===== config.mk =====
export PLATFORM = sky130hd
export DESIGN_NAME = lehmer128_random_generator
export DESIGN_NICKNAME = d
export VERILOG_FILES = /design/src/rtl/lcg128_pkg.sv /design/src/rtl/lcg128_mul.sv /design/src/rtl/lcg128_rem.sv /design/src/rtl/lehmer128_random_generator.sv
export SDC_FILE = /design/constraint.sdc
export NUM_CORES = 2
export LEC_CHECK = 0
export ABC_AREA = 1
export BUFFER_PORTS_ARGS = -buffer_cell sky130_fd_sc_hd__buf_4
export CORE_MARGIN = 2
export CORE_UTILIZATION = 30
export CTS_CLUSTER_SIZE = 10
export DETAILED_ROUTE_END_ITERATION = 16
export MAX_ROUTING_LAYER = met4
export SLEW_MARGIN = 20
export SYNTH_ARGS = -nofsm -noshare
export SYNTH_HDL_FRONTEND = slang
export SYNTH_SLANG_ARGS = --single-unit

===== constraint.sdc =====
create_clock -name clk -period 13.3 [get_ports clk]
set_clock_uncertainty 0.05 [all_clocks]
set_input_delay 0.665 -clock clk [delete_from_list [all_inputs] [get_ports clk]]
set_output_delay 0.665 -clock clk [all_outputs]
set_load 0.1 [all_outputs]

===== src/rtl/lcg128_pkg.sv =====
package lcg128_pkg;

	// Field widths
	localparam int STATE_W = 128;
	localparam int RAW_W   = 64;
	localparam int BOUND_W = 31;
	localparam int SEED_LO_W = 64;
	localparam int SEED_HI_W = 63;

	// Two multiplier bits are consumed per step
	localparam int DIGIT_W  = 2;
	localparam int MUL_STEPS = STATE_W / DIGIT_W;
	localparam int CNT_W    = $clog2(MUL_STEPS);

	// Fixed multiplier of the generator
	localparam logic [STATE_W-1:0] LCG_MULT = 128'h12e15e35b500f16e_2e714eb2b37916a5;

	// Configuration register indexes
	localparam logic REG_SEED_LOW  = 1'b0;
	localparam logic REG_SEED_HIGH = 1'b1;

	// Sequencer states
	typedef enum logic [1:0] {
		ST_IDLE,
		ST_RUN,
		ST_FIN
	} seq_state_t;

	// Control from the sequencer to the serial units
	typedef struct packed {
		logic load;
		logic step;
	} ser_ctl_t;

endpackage


===== src/rtl/lcg128_mul.sv =====
module lcg128_mul import lcg128_pkg::*; (
	input  logic               clk,
	input  ser_ctl_t           ctl,
	input  logic [STATE_W-1:0] operand,
	output logic [STATE_W-1:0] product
);

	logic [STATE_W-1:0] s_q;
	logic [STATE_W-1:0] s3_q;
	logic [STATE_W-1:0] m_q;
	logic [STATE_W-1:0] acc_q;
	logic [STATE_W-1:0] addend;
	logic [DIGIT_W-1:0] digit;

	// Pick the partial product for the current multiplier digit
	assign digit = m_q[STATE_W-1 -: DIGIT_W];

	always_comb begin
		case (digit)
			2'd0: addend = '0;
			2'd1: addend = s_q;
			2'd2: addend = {s_q[STATE_W-2:0], 1'b0};
			2'd3: addend = s3_q;
			default: addend = '0;
		endcase
	end

	// Load operand and its triple, then accumulate Horner-style from the top digit
	always_ff @(posedge clk) begin
		if (ctl.load) begin
			s_q   <= operand;
			s3_q  <= operand + {operand[STATE_W-2:0], 1'b0};
			m_q   <= LCG_MULT;
			acc_q <= '0;
		end else if (ctl.step) begin
			m_q   <= {m_q[STATE_W-DIGIT_W-1:0], {DIGIT_W{1'b0}}};
			acc_q <= {acc_q[STATE_W-DIGIT_W-1:0], {DIGIT_W{1'b0}}} + addend;
		end
	end

	assign product = acc_q;

endmodule


===== src/rtl/lcg128_rem.sv =====
module lcg128_rem import lcg128_pkg::*; (
	input  logic               clk,
	input  ser_ctl_t           ctl,
	input  logic [RAW_W-1:0]   dividend,
	input  logic [BOUND_W-1:0] divisor,
	output logic [BOUND_W-1:0] remainder,
	output logic               div_zero
);

	logic [RAW_W-1:0]   num_q;
	logic [BOUND_W-1:0] den_q;
	logic [BOUND_W-1:0] rem_q;
	logic [BOUND_W:0]   rem_shift;
	logic [BOUND_W:0]   rem_sub;

	// Bring in the next dividend bit and try the subtraction
	assign rem_shift = {rem_q, num_q[RAW_W-1]};
	assign rem_sub   = rem_shift - {1'b0, den_q};

	// Restoring remainder, one dividend bit per step
	always_ff @(posedge clk) begin
		if (ctl.load) begin
			num_q <= dividend;
			den_q <= divisor;
			rem_q <= '0;
		end else if (ctl.step) begin
			num_q <= {num_q[RAW_W-2:0], 1'b0};
			if (rem_shift >= {1'b0, den_q}) begin
				rem_q <= rem_sub[BOUND_W-1:0];
			end else begin
				rem_q <= rem_shift[BOUND_W-1:0];
			end
		end
	end

	assign div_zero  = (den_q == '0);
	assign remainder = div_zero ? '0 : rem_q;

endmodule


===== src/rtl/lehmer128_random_generator.sv =====
// 128-bit Lehmer generator. Each transaction on the input channel returns the upper
// 64 bits of the current state as raw_value, raw_value modulo bound as bounded_value
// (zero with bound_error set when bound is zero), and advances the state by one
// multiplication with the fixed 128-bit multiplier. The accepting edge loads the serial
// units, 64 steps of the two-bit-per-cycle multiplier and the one-bit-per-cycle remainder
// unit follow, and the finish state then moves the result into the output register once
// that register is empty or its waiting result is being taken. One request
// is worked on at a time; the next one can be accepted while a result waits to be taken.
// Writing seed_low or seed_high reloads the state with (seed << 1) | 1; after reset the
// state is 1. Write the seed only while no request is in progress.
module lehmer128_random_generator import lcg128_pkg::*; (
	input  logic                 clk,
	input  logic                 arst_n,
	input  logic                 in_valid,
	output logic                 in_stall,
	input  logic [BOUND_W-1:0]   bound,
	output logic                 out_valid,
	input  logic                 out_stall,
	output logic [RAW_W-1:0]     raw_value,
	output logic [BOUND_W-1:0]   bounded_value,
	output logic                 bound_error,
	input  logic                 cfg_wr_en,
	input  logic                 cfg_index,
	input  logic [SEED_LO_W-1:0] cfg_data
);

	seq_state_t         state_q, state_d;
	logic [CNT_W-1:0]   cnt_q;
	logic [STATE_W-1:0] gen_q;
	logic [SEED_LO_W-1:0] seed_low_q;
	logic [SEED_HI_W-1:0] seed_high_q;
	logic               out_valid_q;
	logic [RAW_W-1:0]   raw_q;
	logic [BOUND_W-1:0] bval_q;
	logic               berr_q;
	ser_ctl_t           ctl;
	logic               out_room;
	logic               finish;
	logic [STATE_W-1:0] product;
	logic [BOUND_W-1:0] remainder;
	logic               div_zero;

	lcg128_mul u_mul (
		.clk     (clk),
		.ctl     (ctl),
		.operand (gen_q),
		.product (product)
	);

	lcg128_rem u_rem (
		.clk       (clk),
		.ctl       (ctl),
		.dividend  (gen_q[STATE_W-1 -: RAW_W]),
		.divisor   (bound),
		.remainder (remainder),
		.div_zero  (div_zero)
	);

	assign out_room = !out_valid_q || !out_stall;

	// Sequence load, serial steps and result write
	always_comb begin
		state_d  = state_q;
		ctl.load = 1'b0;
		ctl.step = 1'b0;
		finish   = 1'b0;
		in_stall = (state_q != ST_IDLE);
		case (state_q)
			ST_IDLE: begin
				if (in_valid) begin
					ctl.load = 1'b1;
					state_d  = ST_RUN;
				end
			end
			ST_RUN: begin
				ctl.step = 1'b1;
				if (cnt_q == CNT_W'(MUL_STEPS - 1)) begin
					state_d = ST_FIN;
				end
			end
			ST_FIN: begin
				if (out_room) begin
					finish  = 1'b1;
					state_d = ST_IDLE;
				end
			end
			default: state_d = ST_IDLE;
		endcase
	end

	always_ff @(posedge clk or negedge arst_n) begin
		if (!arst_n) begin
			state_q <= ST_IDLE;
			cnt_q   <= '0;
		end else begin
			state_q <= state_d;
			if (ctl.load) begin
				cnt_q <= '0;
			end else if (ctl.step) begin
				cnt_q <= cnt_q + 1'b1;
			end
		end
	end

	// Hold seed and generator state; reload on seed write, advance on finish
	always_ff @(posedge clk or negedge arst_n) begin
		if (!arst_n) begin
			seed_low_q  <= '0;
			seed_high_q <= '0;
			gen_q       <= STATE_W'(1);
		end else if (cfg_wr_en) begin
			case (cfg_index)
				REG_SEED_LOW: begin
					seed_low_q <= cfg_data;
					gen_q      <= {seed_high_q, cfg_data, 1'b1};
				end
				REG_SEED_HIGH: begin
					seed_high_q <= cfg_data[SEED_HI_W-1:0];
					gen_q       <= {cfg_data[SEED_HI_W-1:0], seed_low_q, 1'b1};
				end
				default: ;
			endcase
		end else if (finish) begin
			gen_q <= product;
		end
	end

	// Output register: drop valid when taken, fill on finish
	always_ff @(posedge clk or negedge arst_n) begin
		if (!arst_n) begin
			out_valid_q <= 1'b0;
		end else if (finish) begin
			out_valid_q <= 1'b1;
		end else if (!out_stall) begin
			out_valid_q <= 1'b0;
		end
	end

	always_ff @(posedge clk) begin
		if (finish) begin
			raw_q  <= gen_q[STATE_W-1 -: RAW_W];
			bval_q <= remainder;
			berr_q <= div_zero;
		end
	end

	assign out_valid     = out_valid_q;
	assign raw_value     = raw_q;
	assign bounded_value = bval_q;
	assign bound_error   = berr_q;

endmodule


-- Word-level counts from Yosys, hierarchy flattened
Index checks and enable logic that the tools add are counted.
- add/subtract/negate cells: 4
- order comparisons: 1
- equal/unequal tests: 10
- multiplexer cells: 20
- bitwise gates (word level): 1
- reduce and logical (&&, ||, !) cells: 12
- operators with widths (operator ; count):
    one-hot mux 128 bit (4 select lines) ; 1
    adder 128 bit ; 2
    2-to-1 mux 128 bit ; 2
    one-hot mux 128 bit (2 select lines) ; 1
    2-to-1 mux 64 bit ; 2
    >= comparator 32 x 31 -> 1 bit ; 1
    logical NOT 31 bit ; 1
    2-to-1 mux 31 bit ; 1
    subtractor 31 bit ; 1
    2-to-1 mux 6 bit ; 2
    2-to-1 mux 1 bit ; 7
    adder 6 x 1 -> 6 bit (second input constant) ; 1
    equality test 2 bit (second input constant) ; 3
    equality test 6 bit (second input constant) ; 1
    2-to-1 mux 2 bit ; 3
    != test 2 bit (second input constant) ; 3
    one-hot mux 2 bit (3 select lines) ; 1
    nonzero test 2 bit ; 3
    equality test 2 x 1 -> 1 bit (second input constant) ; 2
    logical NOT 2 bit ; 2
    AND reduction 2 bit ; 2
    AND reduction 3 bit ; 1
    logical NOT 1 bit ; 2
    != test 2 x 1 -> 1 bit (second input constant) ; 1
    2 further kinds ; 2
- register bits: 996
- bits of input ports: 101
- output and inout port bits: 98
- logic and storage cells: 64

-- Depth between registers and ports, before layout
- depth in word-level cells: 6
- gate-level depth with buffers: 25
- gate-level depth less buffers: 23

-- By module
A second synthesis with hierarchy kept.
- cells, all modules: 9961
- area total of the unflattened synthesis: 66176.0 µm²
- by module, submodules not included (module ; times used ; cells each ; area an instance (µm²) ; seq. area each (µm²)):
    lcg128_mul ; 1 ; 7285 ; 43638.1 ; 12702.2
    lehmer128_random_generator ; 1 ; 1548 ; 14540.2 ; 9490.4
    lcg128_rem ; 1 ; 1128 ; 7997.7 ; 3473.3

-- Least setup slack after synthesis
No wires, ideal clock.
- kind: input -> register
- start: in in_valid
- end: reg u_mul.s3_q[0], enable pin
- setup time: 761 ps
- arrival: 8859 ps
- data required time: 12489 ps
- setup slack: 3630 ps
- stages: 3
- buffers on the path: 1
- cell sequence: nand2_1 inv_2 buf_1
- RTL lines (item ; line ; RTL):
    from (decl) ; lehmer128_random_generator.sv:14 ; input logic in_valid,
    to (signal assigned) ; lcg128_mul.sv:32 ; s3_q <= operand + {operand[STATE_W-2:0], 1'b0};
    to (decl) ; lcg128_mul.sv:9 ; logic [STATE_W-1:0] s3_q;

-- Worst setup path after layout
- start: reg u_mul.m_q[127]
- end: reg u_mul.acc_q[97] (netlist: u_mul.product[97])
- cells in the longest elaborated chain, start to end: 3
- elaborated cells on any way between the ends: 6
- those cells by class: add/sub (1); eq/ne (3); mux (1); reduce/logical (1)
- ends and longest elaborated chain (item ; line ; RTL):
    from (decl) ; lcg128_mul.sv:10 ; logic [STATE_W-1:0] m_q;
    from (signal assigned) ; lcg128_mul.sv:36 ; m_q <= {m_q[STATE_W-DIGIT_W-1:0], {DIGIT_W{1'b0}}};
    equality test 2 bit, or another cell as far along ; lcg128_mul.sv:19 ; case (digit)
    one-hot mux 128 bit (4 select lines) (*) ; lcg128_mul.sv:19 ;
    adder 128 bit (*) ; lcg128_mul.sv:37 ; acc_q <= {acc_q[STATE_W-DIGIT_W-1:0], {DIGIT_W{1'b0}}} + addend;
    to (signal assigned) ; lcg128_mul.sv:37 ;
    to (decl) ; lcg128_mul.sv:11 ; logic [STATE_W-1:0] acc_q;
Mark *: on every way between the ends. The rest lies on a longest branch, timed or not.
A chain may end at the register's enable or synchronous reset.

==> metrics.txt <==
# TYPE chip_impl_metric gauge
chip_impl_info{name="setup.worst_path.start_class",value="flop"} 1
chip_impl_metric{name="synth_seq_area_share",unit="%"} 39.8
chip_impl_metric{name="worst-path-max-fanout",unit=""} 76
chip_impl_metric{name="postLayoutCellArea",unit="sq um"} 73100
chip_impl_metric{name="postSynthNetCount",unit=""} 9829
chip_impl_info{name="grt_busiest_layer",value="met2"} 1
chip_impl_metric{name="placement.cell_area",unit="sq um"} 69100
chip_impl_metric{name="grt.total_usage",unit="%"} 26.4
chip_impl_metric{name="syn-mean-instance-area",unit="sq um"} 6.83
chip_impl_metric{name="critical_path.n_buffers_inverters",unit=""} 5
chip_impl_metric{name="design.core.area",unit="sq um"} 214000
chip_impl_metric{name="grt_first_pass_wirelength",unit="um"} 405000
chip_impl_metric{name="detail_route.vias_per_cell",unit=""} 5.05
chip_impl_info{name="path_delay_family",value="simple AND/OR/NAND/NOR gates"} 1
chip_impl_metric{name="yosysWarnings",unit=""} 0
chip_impl_metric{name="synthesis.instances",unit=""} 9442
chip_impl_metric{name="dp_hpwl",unit="um"} 234000
chip_impl_info{name="outcome",value="complete, no violations"} 1
chip_impl_metric{name="setup_violations",unit=""} 0
chip_impl_metric{name="pre_cts_slack",unit="ns"} 8.83
chip_impl_info{name="synth_flop_cell",value="sky130_fd_sc_hd__edfxtp_1"} 1
chip_impl_metric{name="hold_violations",unit=""} 0
chip_impl_metric{name="synth_edf_count",unit=""} 446
chip_impl_metric{name="post_route_cells_drive_above_1_share",unit="%"} 5.40
chip_impl_metric{name="first_global_vias",unit=""} 58849
chip_impl_metric{name="die_height",unit="um"} 468
chip_impl_metric{name="detailroute.via_count",unit=""} 63581
chip_impl_metric{name="postCtsSetupBuffers",unit=""} 0
chip_impl_metric{name="critPathRequiredTime",unit="ns"} 13.90
chip_impl_info{name="synth_top_cells_by_area",value="sky130_fd_sc_hd__edfxtp_1 21%, sky130_fd_sc_hd__nand2_1 20%, sky130_fd_sc_hd__dfrtp_1 10%, sky130_fd_sc_hd__inv_1 9.8%, sky130_fd_sc_hd__dfxtp_1 8.8%"} 1
chip_impl_metric{name="use_met3",unit="%"} 4.13
chip_impl_info{name="hold_class",value="input port to flop"} 1
chip_impl_metric{name="initial_utilization",unit="%"} 30.1
chip_impl_info{name="netlist.top_cell.by_area",value="sky130_fd_sc_hd__edfxtp_1"} 1
chip_impl_info{name="timing.critical_path.slowest_stage_cell",value="sky130_fd_sc_hd__buf_4"} 1
chip_impl_metric{name="setup_total_negative_slack",unit="ns"} 0
chip_impl_metric{name="post_synth_num_cell_types",unit=""} 58
chip_impl_metric{name="async_s_r_ff_share_synth",unit="%"} 26.6
chip_impl_metric{name="fmax",unit="GHz"} 0.212
chip_impl_metric{name="cts_num_sinks",unit=""} 993
chip_impl_metric{name="avgRoutedWirePerCell",unit="um"} 22.9
chip_impl_metric{name="pin_count_of_the_biggest_net_entering_global_routing",unit=""} 189
chip_impl_metric{name="power_density",unit="nW/um^2"} 296
chip_impl_info{name="cells_along_the_critical_path",value="inv_1 -> nor2_4 -> buf_4 -> inv_2 -> buf_4 -> o221ai_1 -> ha_1 -> nand2_1 -> nor2_1 -> nand2_1 -> nor2_1 -> inv_1 -> o21bai_1 -> nand2_1 -> nand3_1 -> nand2_1 -> nand3_1 -> nand2_1"} 1
chip_impl_metric{name="cts-buffers-inserted",unit=""} 116
chip_impl_metric{name="cts-resized-gates",unit=""} 0
chip_impl_metric{name="cts_max_path_bufs",unit=""} 3
chip_impl_metric{name="antenna_found_initial",unit=""} 18
chip_impl_metric{name="postSynthRegisterBits",unit=""} 993
chip_impl_metric{name="synth_top_area_share",unit="%"} 20.8
chip_impl_metric{name="critical_path.max_stage_delay",unit="ns"} 0.68
chip_impl_info{name="setup.worst_path.end_class",value="flop"} 1
chip_impl_metric{name="total_leakage_power",unit="nW"} 35.5
chip_impl_metric{name="layout-area-overhead-vs-synth",unit="%"} 13.4
chip_impl_metric{name="drtPass1Iterations",unit=""} 7
chip_impl_info{name="leading_cell_type_in_the_layout_fill_and_taps_excluded",value="sky130_fd_sc_hd__nand2_1"} 1
chip_impl_info{name="rsz0062_at_grt",value="false"} 1
chip_impl_info{name="clock-root-buffer",value="sky130_fd_sc_hd__clkbuf_16"} 1
chip_impl_metric{name="worst_setup_hold_path_clk_slew",unit="ns"} 0.06
chip_impl_metric{name="finish.net_count",unit=""} 10025
chip_impl_metric{name="gr-total-overflow",unit=""} 0
chip_impl_metric{name="grt.met1_usage",unit="%"} 34.3
chip_impl_metric{name="die_width",unit="um"} 468
chip_impl_metric{name="drt_first_iter_violations",unit=""} 7203
chip_impl_metric{name="clkLatencyLatePin",unit="ns"} 0.82
chip_impl_metric{name="worst_slew_pin_slew",unit="ns"} 1.13
chip_impl_metric{name="die_outline_area",unit="sq um"} 219000
chip_impl_metric{name="layout_worst_path_cycle_share",unit="%"} 35.4
chip_impl_metric{name="drt_wl_total",unit="um"} 288000
chip_impl_metric{name="gr-usage-met2",unit="%"} 38.8
chip_impl_metric{name="relSlewSlack",unit="%"} 24.7
chip_impl_info{name="path_class",value="flop to flop"} 1
chip_impl_metric{name="antenna_violating_nets_post_route",unit=""} 0
chip_impl_metric{name="n_fill_cell",unit=""} 23458
chip_impl_metric{name="final.min_clock_period",unit="ns"} 4.71
chip_impl_info{name="layout.cells.most_common_list",value="3508 x sky130_fd_sc_hd__nand2_1, 1675 x sky130_fd_sc_hd__inv_1, 875 x sky130_fd_sc_hd__nor2_1"} 1
chip_impl_metric{name="placement.io_buffers",unit=""} 198
chip_impl_metric{name="maxCapViolCount",unit=""} 0
chip_impl_info{name="cp_common_cell",value="sky130_fd_sc_hd__nand2_1"} 1
chip_impl_metric{name="post_synth_instance_area",unit="sq um"} 64500
chip_impl_metric{name="vdd_ir_drop_max",unit="uV"} 245
chip_impl_metric{name="finalWorstSetupSlack",unit="ns"} 8.59
chip_impl_metric{name="place_congestion",unit=""} 1.08
chip_impl_metric{name="drt_drc_violations_left",unit=""} 0
chip_impl_metric{name="cp_data_arrival_time",unit="ns"} 5.31
chip_impl_metric{name="design.portCount",unit=""} 199
chip_impl_metric{name="placement_rows",unit=""} 170
chip_impl_info{name="cts_tree",value="yes"} 1
chip_impl_metric{name="clock_h_tree_levels",unit=""} 3
chip_impl_metric{name="timing_max_transition_violations_final",unit=""} 0
[timing repair]
action,in CTS,in global routing
endpoints found under the setup margin,0,0
endpoints found under the hold margin,95,0
hold buffers,32,0
[metal layers]
metal  wire [um]  vias to the layer above
met5           0                        -
met4       19700                        0
met3       24100                      613
met2      123000                     2937
met1      121000                    29734
li1            -                    30297
[stage by stage]
| step | utilization (%) | instances | total power [W] | hold WS, ns |
|---|---|---|---|---|
| floorplan | - | 9442 | 0.0132 | 0.319 |
| global route | 34.1 | 12582 | 0.0230 | 0.0540 |
| finish | 34.1 | 12593 | 0.0216 | 0.0466 |
| detailed placement | 32.3 | 12326 | 0.0181 | 0.390 |
| CTS | 34.1 | 12572 | 0.0212 | 0.00615 |
| global placement | 32.3 | 12326 | 0.0180 | 0.392 |
[tightest hold or removal path, cell delays in order]
cell and delay, ns:
sky130_fd_sc_hd__buf_4 0.09, sky130_fd_sc_hd__nand2_1 0.06, sky130_fd_sc_hd__nand2_1 0.06
[worst paths after layout]
path                           startpoint           endpoint  slack, ns  depth (start not counted)
min in group asynchronous          arst_n    seed_high_q[43]       0.39                          2
hold reg to reg             u_mul.m_q[64]      u_mul.m_q[66]       0.40                          2
hold / removal               cfg_data[45]    seed_high_q[45]       0.05                          3
setup reg to reg           u_mul.m_q[127]  u_mul.product[97]       8.59                         18
max in group asynchronous          arst_n          gen_q[82]      10.64                          4
setup / recovery           u_mul.m_q[127]  u_mul.product[97]       8.59                         18
[cell usage after synthesis (2+ instances only)]
| master | n |
|---|---|
| sky130_fd_sc_hd__xnor2_1 | 29 |
| sky130_fd_sc_hd__o21ai_1 | 32 |
| sky130_fd_sc_hd__o21bai_1 | 29 |
| sky130_fd_sc_hd__a22oi_1 | 58 |
| sky130_fd_sc_hd__fa_1 | 3 |
| sky130_fd_sc_hd__nand2_1 | 3511 |
| sky130_fd_sc_hd__nor2_1 | 879 |
| sky130_fd_sc_hd__o21ai_0 | 336 |
| sky130_fd_sc_hd__o211ai_2 | 16 |
| sky130_fd_sc_hd__nor4_1 | 10 |
| sky130_fd_sc_hd__buf_1 | 28 |
| sky130_fd_sc_hd__nor3_2 | 9 |
| sky130_fd_sc_hd__a21oi_1 | 443 |
| sky130_fd_sc_hd__o22ai_1 | 68 |
| sky130_fd_sc_hd__edfxtp_1 | 446 |
| sky130_fd_sc_hd__nand4_1 | 66 |
| sky130_fd_sc_hd__o21ai_2 | 6 |
| sky130_fd_sc_hd__dfrtp_1 | 263 |
| sky130_fd_sc_hd__inv_2 | 10 |
| sky130_fd_sc_hd__nand2_2 | 26 |
| sky130_fd_sc_hd__nor2_8 | 2 |
| sky130_fd_sc_hd__xor2_1 | 64 |
| sky130_fd_sc_hd__a21oi_2 | 4 |
| sky130_fd_sc_hd__a41oi_1 | 96 |
| sky130_fd_sc_hd__a21boi_0 | 2 |
| sky130_fd_sc_hd__nor2_2 | 13 |
| sky130_fd_sc_hd__clkbuf_1 | 131 |
| sky130_fd_sc_hd__o211ai_1 | 67 |
| sky130_fd_sc_hd__o221ai_1 | 51 |
| sky130_fd_sc_hd__a22o_1 | 2 |
| sky130_fd_sc_hd__nor2_4 | 2 |
| sky130_fd_sc_hd__a21o_1 | 11 |
| sky130_fd_sc_hd__buf_12 | 3 |
| sky130_fd_sc_hd__dfxtp_1 | 283 |
| sky130_fd_sc_hd__o21a_1 | 13 |
| sky130_fd_sc_hd__nand3b_1 | 10 |
| sky130_fd_sc_hd__nand2_4 | 3 |
| sky130_fd_sc_hd__inv_1 | 1680 |
| sky130_fd_sc_hd__buf_2 | 39 |
| sky130_fd_sc_hd__or2_2 | 2 |
| sky130_fd_sc_hd__nor3_1 | 59 |
| sky130_fd_sc_hd__nand3_1 | 319 |
| sky130_fd_sc_hd__ha_1 | 283 |
| sky130_fd_sc_hd__nand3_2 | 21 |
[report_power, final]
group,switching [W],internal [W],leakage [nW]
clock network,0.00137,0.00174,1.70
logic,0.00942,0.00373,24.1
registers,0.000961,0.00439,9.69
total,0.0118,0.00986,35.5
[final cells by class]
| type | count | area [sq um] | share of cell area (%) |
|---|---|---|---|
| clock inverter | 19 | 310 | 0.424 |
| inverter | 1690 | 6370 | 8.71 |
| sequential | 993 | 25700 | 35.1 |
| tap | 2838 | 3550 | 4.86 |
| antenna | 21 | 52.6 | 0.0719 |
| multi-input combinational | 6556 | 31600 | 43.3 |
| timing repair buffer | 281 | 2230 | 3.06 |
| clock buffer | 195 | 3290 | 4.50 |
[state kept, by name (all words and copies together), names as in the netlist, 6 cells and up]
| register | flops |
|---|---|
| bounded_value | 31 |
| cnt_q | 6 |
| gen_q | 128 |
| raw_value | 64 |
| seed_high_q | 63 |
| seed_low_q | 64 |
| u_mul.m_q | 124 |
| u_mul.product | 128 |
| u_mul.s3_q | 128 |
| u_mul.s_q | 127 |
| u_rem.den_q | 31 |
| u_rem.num_q | 64 |
| u_rem.rem_q | 31 |
[cells by family (layout without fill, tap and decap cells)]
family	count (synthesis)	after routing	share of synthesized area, %
AO/OA/AOI/OAI	1241	1241	11.7
XOR/XNOR	93	93	1.26
adder cells (fa/ha/maj)	286	286	5.59
buffers and inverters	1893	2185	11.2
flip-flops	993	993	39.8
other	0	21	0
AND/OR/NAND/NOR	4936	4936	30.5
Power figures use the tool's default switching activity.
